**src/hdl/bcrf_pkg.sv**
```systemverilog
// bcrf_pkg: shared types, constants and the microcode table of the bisection root finder
// no dependencies; used by bcrf_useq, bcrf_datapath, the core and the test bench modules
package bcrf_pkg;

    localparam int ACC_W     = 64;
    localparam int COEF_W    = 16;
    localparam int TOL_W     = 24;
    localparam int CFG_IDX_W = 3;
    localparam int UPC_W     = 5;

    localparam logic [CFG_IDX_W-1:0] REG_COEF_CUBE   = 3'd0;
    localparam logic [CFG_IDX_W-1:0] REG_COEF_SQUARE = 3'd1;
    localparam logic [CFG_IDX_W-1:0] REG_COEF_LINEAR = 3'd2;
    localparam logic [CFG_IDX_W-1:0] REG_COEF_CONST  = 3'd3;
    localparam logic [CFG_IDX_W-1:0] REG_TOLERANCE   = 3'd4;

    localparam logic signed [COEF_W-1:0] RST_COEF_CUBE   = 16'sd2;
    localparam logic signed [COEF_W-1:0] RST_COEF_SQUARE = -16'sd9;
    localparam logic signed [COEF_W-1:0] RST_COEF_LINEAR = -16'sd60;
    localparam logic signed [COEF_W-1:0] RST_COEF_CONST  = 16'sd1;
    localparam logic [TOL_W-1:0]         RST_TOLERANCE   = 24'd66;

    // microcode addresses
    localparam logic [UPC_W-1:0] UPC_WAIT   = 5'd0;
    localparam logic [UPC_W-1:0] UPC_EVAL_A = 5'd1;
    localparam logic [UPC_W-1:0] UPC_EVAL_B = 5'd2;
    localparam logic [UPC_W-1:0] UPC_CHECK  = 5'd3;
    localparam logic [UPC_W-1:0] UPC_LOOP   = 5'd4;
    localparam logic [UPC_W-1:0] UPC_UPDATE = 5'd5;
    localparam logic [UPC_W-1:0] UPC_OUT    = 5'd6;
    localparam logic [UPC_W-1:0] UPC_EVAL   = 5'd8;

    typedef enum logic [3:0] {
        UOP_WAIT,
        UOP_EVAL_A,
        UOP_EVAL_B,
        UOP_CHECK,
        UOP_LOOP,
        UOP_UPDATE,
        UOP_OUT,
        UOP_MUL_HI,
        UOP_MUL_LO,
        UOP_ADD,
        UOP_ADD_RET
    } uop_t;

    typedef enum logic [1:0] {
        COEF_SQUARE,
        COEF_LINEAR,
        COEF_CONST
    } coef_sel_t;

    typedef struct packed {
        uop_t             uop;
        coef_sel_t        coef;
        logic [UPC_W-1:0] target;
    } ctl_t;

    typedef struct packed {
        logic same_sign;
        logic within_tol;
        logic out_free;
    } stat_t;

    typedef struct packed {
        logic signed [COEF_W-1:0] cube;
        logic signed [COEF_W-1:0] square;
        logic signed [COEF_W-1:0] linear;
        logic signed [COEF_W-1:0] offset;
        logic [TOL_W-1:0]         tol;
    } cfg_t;

    function automatic ctl_t ucode_rom(input logic [UPC_W-1:0] pc);
        ctl_t w;
        w = '{uop: UOP_WAIT, coef: COEF_SQUARE, target: UPC_WAIT};
        case (pc)
            5'd0:    w = '{uop: UOP_WAIT,    coef: COEF_SQUARE, target: UPC_WAIT};
            5'd1:    w = '{uop: UOP_EVAL_A,  coef: COEF_SQUARE, target: UPC_EVAL};
            5'd2:    w = '{uop: UOP_EVAL_B,  coef: COEF_SQUARE, target: UPC_EVAL};
            5'd3:    w = '{uop: UOP_CHECK,   coef: COEF_SQUARE, target: UPC_OUT};
            5'd4:    w = '{uop: UOP_LOOP,    coef: COEF_SQUARE, target: UPC_OUT};
            5'd5:    w = '{uop: UOP_UPDATE,  coef: COEF_SQUARE, target: UPC_LOOP};
            5'd6:    w = '{uop: UOP_OUT,     coef: COEF_SQUARE, target: UPC_WAIT};
            5'd8:    w = '{uop: UOP_MUL_HI,  coef: COEF_SQUARE, target: UPC_WAIT};
            5'd9:    w = '{uop: UOP_MUL_LO,  coef: COEF_SQUARE, target: UPC_WAIT};
            5'd10:   w = '{uop: UOP_ADD,     coef: COEF_SQUARE, target: UPC_WAIT};
            5'd11:   w = '{uop: UOP_MUL_HI,  coef: COEF_LINEAR, target: UPC_WAIT};
            5'd12:   w = '{uop: UOP_MUL_LO,  coef: COEF_LINEAR, target: UPC_WAIT};
            5'd13:   w = '{uop: UOP_ADD,     coef: COEF_LINEAR, target: UPC_WAIT};
            5'd14:   w = '{uop: UOP_MUL_HI,  coef: COEF_CONST,  target: UPC_WAIT};
            5'd15:   w = '{uop: UOP_MUL_LO,  coef: COEF_CONST,  target: UPC_WAIT};
            5'd16:   w = '{uop: UOP_ADD_RET, coef: COEF_CONST,  target: UPC_WAIT};
            default: w = '{uop: UOP_WAIT,    coef: COEF_SQUARE, target: UPC_WAIT};
        endcase
        return w;
    endfunction

endpackage

```
**src/hdl/bcrf_useq.sv**
```systemverilog
// bcrf_useq: microprogram counter, return register and control word fetch
// depends on bcrf_pkg (microcode table, control and status types)
module bcrf_useq
(
    input  logic            clk,
    input  logic            rst_n,
    input  logic            in_valid,
    input  bcrf_pkg::stat_t stat,
    output bcrf_pkg::ctl_t  ctl
);

    logic [bcrf_pkg::UPC_W-1:0] pc_reg;
    logic [bcrf_pkg::UPC_W-1:0] pc_next;
    logic [bcrf_pkg::UPC_W-1:0] ret_reg;
    logic [bcrf_pkg::UPC_W-1:0] ret_next;
    logic [bcrf_pkg::UPC_W-1:0] pc_inc;

    assign ctl    = bcrf_pkg::ucode_rom(pc_reg);
    assign pc_inc = pc_reg + bcrf_pkg::UPC_W'(1);

    always_comb
    begin
        pc_next  = pc_inc;
        ret_next = ret_reg;
        case (ctl.uop)
            bcrf_pkg::UOP_WAIT:
            begin
                pc_next = in_valid ? pc_inc : pc_reg;
            end
            bcrf_pkg::UOP_EVAL_A,
            bcrf_pkg::UOP_EVAL_B:
            begin
                ret_next = pc_inc;
                pc_next  = ctl.target;
            end
            bcrf_pkg::UOP_CHECK:
            begin
                pc_next = stat.same_sign ? ctl.target : pc_inc;
            end
            bcrf_pkg::UOP_LOOP:
            begin
                if (stat.within_tol)
                begin
                    pc_next = ctl.target;
                end
                else
                begin
                    ret_next = pc_inc;
                    pc_next  = bcrf_pkg::UPC_EVAL;
                end
            end
            bcrf_pkg::UOP_UPDATE:
            begin
                pc_next = ctl.target;
            end
            bcrf_pkg::UOP_OUT:
            begin
                pc_next = stat.out_free ? ctl.target : pc_reg;
            end
            bcrf_pkg::UOP_ADD_RET:
            begin
                pc_next = ret_reg;
            end
            default:
            begin
                pc_next = pc_inc;
            end
        endcase
    end

    always_ff @(posedge clk or negedge rst_n)
    begin
        if (!rst_n)
        begin
            pc_reg  <= bcrf_pkg::UPC_WAIT;
            ret_reg <= bcrf_pkg::UPC_WAIT;
        end
        else
        begin
            pc_reg  <= pc_next;
            ret_reg <= ret_next;
        end
    end

endmodule

```
**src/hdl/bcrf_datapath.sv**
```systemverilog
// bcrf_datapath: interval registers, shared horner multiplier, accumulator and result register
// depends on bcrf_pkg (control word, status and configuration types)
module bcrf_datapath
#(
    parameter int FRAC_BITS = 16,
    parameter int X_BITS    = 24
)
(
    input  logic                     clk,
    input  logic                     rst_n,
    input  bcrf_pkg::ctl_t           ctl,
    input  bcrf_pkg::cfg_t           cfg,
    input  logic                     in_valid,
    input  logic signed [X_BITS-1:0] interval_start,
    input  logic signed [X_BITS-1:0] interval_end,
    input  logic                     out_stall,
    output bcrf_pkg::stat_t          stat,
    output logic                     out_valid,
    output logic signed [X_BITS-1:0] root,
    output logic                     no_sign_change
);

    localparam int ACC_W    = bcrf_pkg::ACC_W;
    localparam int AW       = ACC_W - X_BITS;
    localparam int CW       = (X_BITS + 1 > bcrf_pkg::TOL_W) ? X_BITS + 1 : bcrf_pkg::TOL_W;
    localparam int COEF_W_L = bcrf_pkg::COEF_W;
    localparam logic signed [ACC_W-1:0] HCLAMP_POS =
        {{(X_BITS + 1){1'b0}}, 1'b1, {(62 - X_BITS){1'b0}}};
    localparam logic signed [ACC_W-1:0] HCLAMP_NEG = -HCLAMP_POS;

    logic signed [X_BITS-1:0] a_reg;
    logic signed [X_BITS-1:0] a_next;
    logic signed [X_BITS-1:0] b_reg;
    logic signed [X_BITS-1:0] b_next;
    logic signed [X_BITS-1:0] x_reg;
    logic signed [X_BITS-1:0] x_next;
    logic signed [ACC_W-1:0]  acc_reg;
    logic signed [ACC_W-1:0]  acc_next;
    logic signed [ACC_W-1:0]  prod_reg;
    logic signed [ACC_W-1:0]  prod_next;
    logic signed [ACC_W-1:0]  sum_reg;
    logic signed [ACC_W-1:0]  sum_next;
    logic                     sa_pos_reg;
    logic                     sa_pos_next;
    logic                     sa_neg_reg;
    logic                     sa_neg_next;
    logic                     err_reg;
    logic                     err_next;
    logic                     out_valid_reg;
    logic                     out_valid_next;
    logic signed [X_BITS-1:0] root_reg;
    logic signed [X_BITS-1:0] root_next;
    logic                     nsc_reg;
    logic                     nsc_next;

    logic signed [ACC_W-1:0]  hi_full;
    logic signed [ACC_W-1:0]  hi_clamped;
    logic signed [AW-1:0]     mul_a;
    logic signed [ACC_W-1:0]  prod_full;
    logic signed [COEF_W_L-1:0] coef_cur;
    logic signed [ACC_W-1:0]  coef_shifted;
    logic signed [ACC_W-1:0]  cube_shifted;
    logic signed [ACC_W-1:0]  horner_sum;
    logic                     acc_pos;
    logic                     acc_neg;
    logic signed [X_BITS:0]   ab_sum;
    logic signed [X_BITS:0]   ab_diff;
    logic [X_BITS:0]          ab_mag;
    logic [bcrf_pkg::TOL_W-1:0] tol_eff;
    logic                     out_free;

    // horner arithmetic
    assign hi_full = acc_reg >>> FRAC_BITS;

    always_comb
    begin
        if (hi_full > HCLAMP_POS)
        begin
            hi_clamped = HCLAMP_POS;
        end
        else if (hi_full < HCLAMP_NEG)
        begin
            hi_clamped = HCLAMP_NEG;
        end
        else
        begin
            hi_clamped = hi_full;
        end
    end

    assign mul_a = (ctl.uop == bcrf_pkg::UOP_MUL_LO)
                 ? signed'({{(AW - FRAC_BITS){1'b0}}, acc_reg[FRAC_BITS-1:0]})
                 : hi_clamped[AW-1:0];
    assign prod_full = mul_a * x_reg;

    always_comb
    begin
        case (ctl.coef)
            bcrf_pkg::COEF_SQUARE: coef_cur = cfg.square;
            bcrf_pkg::COEF_LINEAR: coef_cur = cfg.linear;
            bcrf_pkg::COEF_CONST:  coef_cur = cfg.offset;
            default:               coef_cur = cfg.offset;
        endcase
    end

    assign coef_shifted = {{(ACC_W - COEF_W_L){coef_cur[COEF_W_L-1]}}, coef_cur} <<< FRAC_BITS;
    assign cube_shifted = {{(ACC_W - COEF_W_L){cfg.cube[COEF_W_L-1]}}, cfg.cube} <<< FRAC_BITS;
    assign horner_sum   = sum_reg + (prod_reg >>> FRAC_BITS) + coef_shifted;

    assign acc_neg = acc_reg[ACC_W-1];
    assign acc_pos = !acc_reg[ACC_W-1] && (|acc_reg);

    // interval arithmetic
    assign ab_sum  = {a_reg[X_BITS-1], a_reg} + {b_reg[X_BITS-1], b_reg};
    assign ab_diff = {a_reg[X_BITS-1], a_reg} - {b_reg[X_BITS-1], b_reg};
    assign ab_mag  = ab_diff[X_BITS] ? (X_BITS + 1)'(-ab_diff) : ab_diff;
    assign tol_eff = (cfg.tol == '0) ? bcrf_pkg::TOL_W'(1) : cfg.tol;

    assign out_free        = !out_valid_reg || !out_stall;
    assign stat.out_free   = out_free;
    assign stat.same_sign  = (sa_pos_reg && acc_pos) || (sa_neg_reg && acc_neg);
    assign stat.within_tol = CW'(ab_mag) <= CW'(tol_eff);

    always_comb
    begin
        a_next         = a_reg;
        b_next         = b_reg;
        x_next         = x_reg;
        acc_next       = acc_reg;
        prod_next      = prod_reg;
        sum_next       = sum_reg;
        sa_pos_next    = sa_pos_reg;
        sa_neg_next    = sa_neg_reg;
        err_next       = err_reg;
        root_next      = root_reg;
        nsc_next       = nsc_reg;
        out_valid_next = out_valid_reg && out_stall;
        case (ctl.uop)
            bcrf_pkg::UOP_WAIT:
            begin
                if (in_valid)
                begin
                    a_next = interval_start;
                    b_next = interval_end;
                end
            end
            bcrf_pkg::UOP_EVAL_A:
            begin
                x_next   = a_reg;
                acc_next = cube_shifted;
            end
            bcrf_pkg::UOP_EVAL_B:
            begin
                sa_pos_next = acc_pos;
                sa_neg_next = acc_neg;
                x_next      = b_reg;
                acc_next    = cube_shifted;
            end
            bcrf_pkg::UOP_CHECK:
            begin
                err_next = stat.same_sign;
                if (!stat.same_sign && sa_pos_reg)
                begin
                    a_next = b_reg;
                    b_next = a_reg;
                end
            end
            bcrf_pkg::UOP_LOOP:
            begin
                x_next   = ab_sum[X_BITS:1];
                acc_next = cube_shifted;
            end
            bcrf_pkg::UOP_UPDATE:
            begin
                if (acc_pos)
                begin
                    b_next = x_reg;
                end
                else
                begin
                    a_next = x_reg;
                end
            end
            bcrf_pkg::UOP_OUT:
            begin
                if (out_free)
                begin
                    out_valid_next = 1'b1;
                    root_next      = err_reg ? '0 : a_reg;
                    nsc_next       = err_reg;
                end
            end
            bcrf_pkg::UOP_MUL_HI:
            begin
                prod_next = prod_full;
            end
            bcrf_pkg::UOP_MUL_LO:
            begin
                sum_next  = prod_reg;
                prod_next = prod_full;
            end
            bcrf_pkg::UOP_ADD,
            bcrf_pkg::UOP_ADD_RET:
            begin
                acc_next = horner_sum;
            end
            default:
            begin
                acc_next = acc_reg;
            end
        endcase
    end

    always_ff @(posedge clk or negedge rst_n)
    begin
        if (!rst_n)
        begin
            out_valid_reg <= 1'b0;
        end
        else
        begin
            out_valid_reg <= out_valid_next;
        end
    end

    always_ff @(posedge clk)
    begin
        a_reg      <= a_next;
        b_reg      <= b_next;
        x_reg      <= x_next;
        acc_reg    <= acc_next;
        prod_reg   <= prod_next;
        sum_reg    <= sum_next;
        sa_pos_reg <= sa_pos_next;
        sa_neg_reg <= sa_neg_next;
        err_reg    <= err_next;
        root_reg   <= root_next;
        nsc_reg    <= nsc_next;
    end

    assign out_valid      = out_valid_reg;
    assign root           = root_reg;
    assign no_sign_change = nsc_reg;

endmodule

```
**src/hdl/bisection_cubic_root_finder_core.sv**
```systemverilog
// Bisection root finder for an integer-coefficient cubic over one signed fixed-point interval
// per input beat. Each evaluation of f runs Horner's rule as three stages of three steps on a
// single shared multiplier. The interval is halved until |a-b| <= tolerance (about log2 of
// interval width over tolerance halvings); an item with no sign change skips the halvings and
// returns a zero root with no_sign_change set. The next item is taken once the result sits in
// the output register.
// depends on bcrf_pkg, bcrf_useq, bcrf_datapath
module bisection_cubic_root_finder_core
#(
    parameter int FRAC_BITS = 16,
    parameter int X_BITS    = 24
)
(
    input  logic                                 clk,
    input  logic                                 rst_n,
    input  logic                                 cfg_valid,
    output logic                                 cfg_ready,
    input  logic [bcrf_pkg::CFG_IDX_W-1:0]       cfg_index,
    input  logic [bcrf_pkg::TOL_W-1:0]           cfg_data,
    input  logic                                 in_valid,
    output logic                                 in_stall,
    input  logic signed [X_BITS-1:0]             interval_start,
    input  logic signed [X_BITS-1:0]             interval_end,
    output logic                                 out_valid,
    input  logic                                 out_stall,
    output logic signed [X_BITS-1:0]             root,
    output logic                                 no_sign_change
);

    bcrf_pkg::cfg_t  cfg_reg;
    bcrf_pkg::cfg_t  cfg_next;
    bcrf_pkg::ctl_t  ctl;
    bcrf_pkg::stat_t stat;

    assign cfg_ready = 1'b1;
    assign in_stall  = (ctl.uop != bcrf_pkg::UOP_WAIT);

    // configuration registers
    always_comb
    begin
        cfg_next = cfg_reg;
        if (cfg_valid)
        begin
            case (cfg_index)
                bcrf_pkg::REG_COEF_CUBE:   cfg_next.cube   = cfg_data[bcrf_pkg::COEF_W-1:0];
                bcrf_pkg::REG_COEF_SQUARE: cfg_next.square = cfg_data[bcrf_pkg::COEF_W-1:0];
                bcrf_pkg::REG_COEF_LINEAR: cfg_next.linear = cfg_data[bcrf_pkg::COEF_W-1:0];
                bcrf_pkg::REG_COEF_CONST:  cfg_next.offset = cfg_data[bcrf_pkg::COEF_W-1:0];
                bcrf_pkg::REG_TOLERANCE:   cfg_next.tol    = cfg_data;
                default:                   cfg_next        = cfg_reg;
            endcase
        end
    end

    always_ff @(posedge clk or negedge rst_n)
    begin
        if (!rst_n)
        begin
            cfg_reg.cube   <= bcrf_pkg::RST_COEF_CUBE;
            cfg_reg.square <= bcrf_pkg::RST_COEF_SQUARE;
            cfg_reg.linear <= bcrf_pkg::RST_COEF_LINEAR;
            cfg_reg.offset <= bcrf_pkg::RST_COEF_CONST;
            cfg_reg.tol    <= bcrf_pkg::RST_TOLERANCE;
        end
        else
        begin
            cfg_reg <= cfg_next;
        end
    end

    bcrf_useq u_useq
    (
        .clk      (clk),
        .rst_n    (rst_n),
        .in_valid (in_valid),
        .stat     (stat),
        .ctl      (ctl)
    );

    bcrf_datapath
    #(
        .FRAC_BITS (FRAC_BITS),
        .X_BITS    (X_BITS)
    )
    u_datapath
    (
        .clk            (clk),
        .rst_n          (rst_n),
        .ctl            (ctl),
        .cfg            (cfg_reg),
        .in_valid       (in_valid),
        .interval_start (interval_start),
        .interval_end   (interval_end),
        .out_stall      (out_stall),
        .stat           (stat),
        .out_valid      (out_valid),
        .root           (root),
        .no_sign_change (no_sign_change)
    );

endmodule

```
**config.mk**
```make
export PLATFORM = sky130hd
export DESIGN_NAME = bisection_cubic_root_finder_core
export DESIGN_NICKNAME = d
export VERILOG_FILES = /design/src/hdl/bcrf_pkg.sv /design/src/hdl/bcrf_useq.sv /design/src/hdl/bcrf_datapath.sv /design/src/hdl/bisection_cubic_root_finder_core.sv
export SDC_FILE = /design/constraint.sdc
export NUM_CORES = 2
export LEC_CHECK = 0
export BUFFER_PORTS_ARGS = -buffer_cell sky130_fd_sc_hd__buf_2
export CORE_UTILIZATION = 66
export CTS_CLUSTER_DIAMETER = 120
export DETAILED_ROUTE_END_ITERATION = 10
export PLACE_DENSITY_LB_ADDON = 0.25
export SYNTH_ARGS = -nofsm -noshare
export SYNTH_HDL_FRONTEND = slang
export SYNTH_SLANG_ARGS = --single-unit
```
**constraint.sdc**
```tcl
create_clock -name clk -period 16 [get_ports clk]
set_input_delay 1.6 -clock clk [delete_from_list [all_inputs] [get_ports clk]]
set_output_delay 1.6 -clock clk [all_outputs]
set_load 0.005 [all_outputs]
```
==> impl_metrics.xml <==
<?xml version="1.0" encoding="UTF-8"?>
<metrics>
  <group name="outcome">
    <metric name="run_status" unit="">finished clean</metric>
  </group>
  <group name="clock_tree">
    <metric name="numClockSinks" unit="">391</metric>
    <metric name="clk_pin_slew_worst_paths" unit="ns">0.06</metric>
    <metric name="cts_tree" unit="">done</metric>
    <metric name="post_cts_resized" unit="">0</metric>
    <metric name="cts_inserted_buffers" unit="">44</metric>
    <metric name="number_of_buffers_added_for_setup_after_cts" unit="">0</metric>
    <metric name="ctsLongestPathBuffers" unit="">3</metric>
    <metric name="clock_latency" unit="ns">0.59</metric>
    <metric name="cts-htree-levels" unit="">2</metric>
    <metric name="cts_hold_buf" unit="">0</metric>
    <metric name="clockRootBuffer" unit="">clkbuf_16</metric>
  </group>
  <group name="place">
    <metric name="gp_congestion" unit="">0.9854</metric>
    <metric name="numPortBuffers" unit="">106</metric>
    <metric name="hpwl" unit="um">121100</metric>
  </group>
  <group name="setup_path">
    <metric name="critical_path_depth" unit="">37</metric>
    <metric name="worst_setup_path_startpoint" unit="">u_useq.pc_reg[1]</metric>
    <metric name="crit_path_max_fanout" unit="">109</metric>
    <metric name="reg2reg_setup_slack" unit="ns">3.91</metric>
    <metric name="worst-endpoint-arrival" unit="ns">12.42</metric>
    <metric name="r2r-end" unit="">u_datapath.prod_reg[62]</metric>
    <metric name="reg2regPathDepth" unit="">37</metric>
    <metric name="largest_stage_delay_on_the_critical_path" unit="ns">0.96</metric>
    <metric name="path_delay_family" unit="">adder cells</metric>
    <metric name="rr_startpoint" unit="">u_useq.pc_reg[1]</metric>
    <metric name="cp_slowest_cell" unit="">and2_1</metric>
    <metric name="cp_num_buf_inv" unit="">8</metric>
    <metric name="critPathRequiredTime" unit="ns">16.33</metric>
    <metric name="timing.critical_path.from_type" unit="">register</metric>
    <metric name="cp-end-kind" unit="">register</metric>
    <metric name="setup.worst_path.end" unit="">u_datapath.prod_reg[62]</metric>
    <metric name="path_common_cell" unit="">fa_1</metric>
    <metric name="critical_path_class" unit="">register to register</metric>
  </group>
  <group name="final_layout">
    <metric name="multiInputGateArea" unit="um^2">39860</metric>
    <metric name="fin_util" unit="%">70.01</metric>
    <metric name="post_route_cells_drive_above_1_share" unit="%">6.709</metric>
    <metric name="layout.cells.most_common" unit="">inv_1</metric>
    <metric name="regArea" unit="um^2">11280</metric>
    <metric name="finalNetCount" unit="">7252</metric>
    <metric name="largest_reg_flops" unit="">88</metric>
    <metric name="flow.area_growth_from_synthesis" unit="%">5.043</metric>
    <metric name="n_fill_cell" unit="">6537</metric>
    <metric name="layout.cells.most_common_list" unit="">1,232 x inv_1, 1,009 x fa_1, 721 x nand2_1</metric>
  </group>
  <group name="timing">
    <metric name="grt_setup_unrepaired" unit="">no</metric>
    <metric name="finalCritPeriodShare" unit="%">75.53</metric>
    <metric name="hold_violations" unit="">0</metric>
    <metric name="finClkSkew" unit="ns">0.02922</metric>
    <metric name="tightest_slew" unit="ns">1.149</metric>
    <metric name="fmaxAchievable" unit="MHz">82.75</metric>
    <metric name="setup_viol" unit="">0</metric>
    <metric name="maxSlewViolCount" unit="">0</metric>
    <metric name="post_route_setup_tns" unit="ns">0</metric>
    <metric name="max-slew-margin-rel" unit="%">23.18</metric>
    <metric name="final_worst_path_period_need" unit="ns">12.09</metric>
  </group>
  <group name="floorplan">
    <metric name="fp.dieH" unit="um">295.5</metric>
    <metric name="core" unit="um^2">85280</metric>
    <metric name="die_width" unit="um">295.5</metric>
    <metric name="die_area" unit="um^2">87300</metric>
    <metric name="count_of_boundary_i_o_pins" unit="">108</metric>
    <metric name="initial_core_util" unit="%">66.65</metric>
    <metric name="core.rowCount" unit="">107</metric>
  </group>
  <group name="grt">
    <metric name="grtUsageTotal" unit="%">38.17</metric>
    <metric name="grt_pass1_wl" unit="um">253100</metric>
    <metric name="antenna_found_initial" unit="">1</metric>
    <metric name="grt_pass1_vias" unit="">44220</metric>
    <metric name="globalRoute.totalOverflow" unit="">0</metric>
    <metric name="grt_max_degree" unit="">110</metric>
  </group>
  <group name="drt">
    <metric name="route.detailed.vias_per_inst" unit="">6.096</metric>
    <metric name="wl_met3" unit="um">18900</metric>
    <metric name="drt_first_pass_iters" unit="">6</metric>
    <metric name="detailroute.via_count" unit="">42780</metric>
    <metric name="detailroute.wirelength.met2" unit="um">70910</metric>
    <metric name="top_metal_layer_carrying_routed_signals" unit="">met4</metric>
    <metric name="wl_per_cell" unit="um">22.97</metric>
    <metric name="detail_route.drc_violations" unit="">0</metric>
    <metric name="drt_first_iter_violations" unit="">4066</metric>
    <metric name="wl_met1" unit="um">65100</metric>
    <metric name="post_route_antenna_net_violation_count" unit="">0</metric>
    <metric name="drt-total-wl" unit="um">161200</metric>
  </group>
  <group name="synth">
    <metric name="synth_seq_cells" unit="">391</metric>
    <metric name="cell_area_after_synthesis" unit="um^2">56840</metric>
    <metric name="synthFlopType" unit="">edfxtp_1</metric>
    <metric name="synth-edff-count" unit="">292</metric>
    <metric name="mapped_nets" unit="">7325</metric>
    <metric name="synth_cell_type_count" unit="">91</metric>
    <metric name="average_footprint_of_a_synthesized_cell" unit="um^2">9.614</metric>
    <metric name="synth_seq_area_share" unit="%">19.85</metric>
    <metric name="yosys_warnings" unit="">0</metric>
    <metric name="asr_flop_ratio_synth" unit="%">25.32</metric>
    <metric name="syn_inst" unit="">5912</metric>
  </group>
  <group name="hold_path">
    <metric name="worst_hold_path_type" unit="">register to register</metric>
    <metric name="min_from" unit="">u_datapath.prod_reg[1]</metric>
  </group>
  <group name="run">
    <metric name="max-cap-violations" unit="">0</metric>
  </group>
</metrics>
cells in the mapped netlist, types with 53 or more instances:
library cell / number / area share (%)
inv_1: 1232 / 8.1
and2_1: 260 / 2.9
nor2_1: 154 / 1.0
o21ai_0: 196 / 1.7
mux2_2: 70 / 1.4
fa_1: 1009 / 36
dfrtp_1: 69 / 3.0
xnor2_1: 141 / 2.2
xor2_1: 54 / 0.83
a21oi_1: 191 / 1.7
a21o_1: 78 / 1.0
nand2_1: 722 / 4.8
and3_1: 183 / 2.0
clkbuf_1: 278 / 1.8
a221o_1: 53 / 0.93
edfxtp_1: 292 / 15
ha_1: 324 / 7.1
metrics by stage:
| stage | instances | setup WS [ns] | hold slack (ns) | area [um^2] |
|---|---|---|---|---|
| after floorplan | 5912 | 4.621 | 0.4003 | 56840 |
| after global placement | 6937 | 4.615 | 0.4084 | 58300 |
| after detailed placement | 6937 | 4.212 | 0.4153 | 58300 |
| after CTS | 7017 | 4.165 | 0.4259 | 59700 |
| after global routing | 7018 | 3.226 | 0.4374 | 59700 |
| final | 7018 | 3.915 | 0.4220 | 59700 |
how the worst min path moves through the flow:
stage / to / cells after the start
5_1_grt: u_datapath.sum_reg[4] / 0
2_1_floorplan: u_datapath.sum_reg[0] / 0
4_1_cts: u_datapath.sum_reg[1] / 0
6_report: u_datapath.sum_reg[1] / 0
3_3_place_gp: u_datapath.sum_reg[0] / 0
3_5_place_dp: u_datapath.sum_reg[1] / 0
area by class of cell:
type	instances	area share [%]
antenna	1	0.004191
timing repair buffer	182	1.848
inverter	1232	7.746
multi-input combinational	3988	66.76
sequential	391	18.90
clock inverter	27	0.3437
clock buffer	53	2.006
tap	1144	2.397
routing by layer:
layer  GRT usage (%)  up-vias
li1                -    18430
met5               0        -
met1           54.29    21450
met3           9.690      442
met2           57.66     2461
met4           12.30        0
cells by family after synthesis:
logic type | count (synthesis) | share of synthesized area [%]
flip-flops | 391 | 19.85
multiplexers | 78 | 1.563
other | 1 | 0.006598
adder cells (fa/ha/maj) | 1333 | 42.67
buffers and inverters | 1533 | 10.14
XOR/XNOR | 195 | 3.005
AO/OA/AOI/OAI | 785 | 9.083
AND/OR/NAND/NOR | 1596 | 13.68
worst register-to-register path, delay by kind of cell (launching register included):
kind | cells | cell delay [ns]
adder cells (fa/ha/maj) | 9 | 4.36
AND/OR/NAND/NOR | 8 | 2.52
flip-flops | 1 | 0.48
XOR/XNOR | 1 | 0.08
AO/OA/AOI/OAI | 11 | 2.56
buffers and inverters | 8 | 1.86
Power is not shown: default switching activity piles up to over one toggle a cycle in this logic, so the estimate is an artifact.
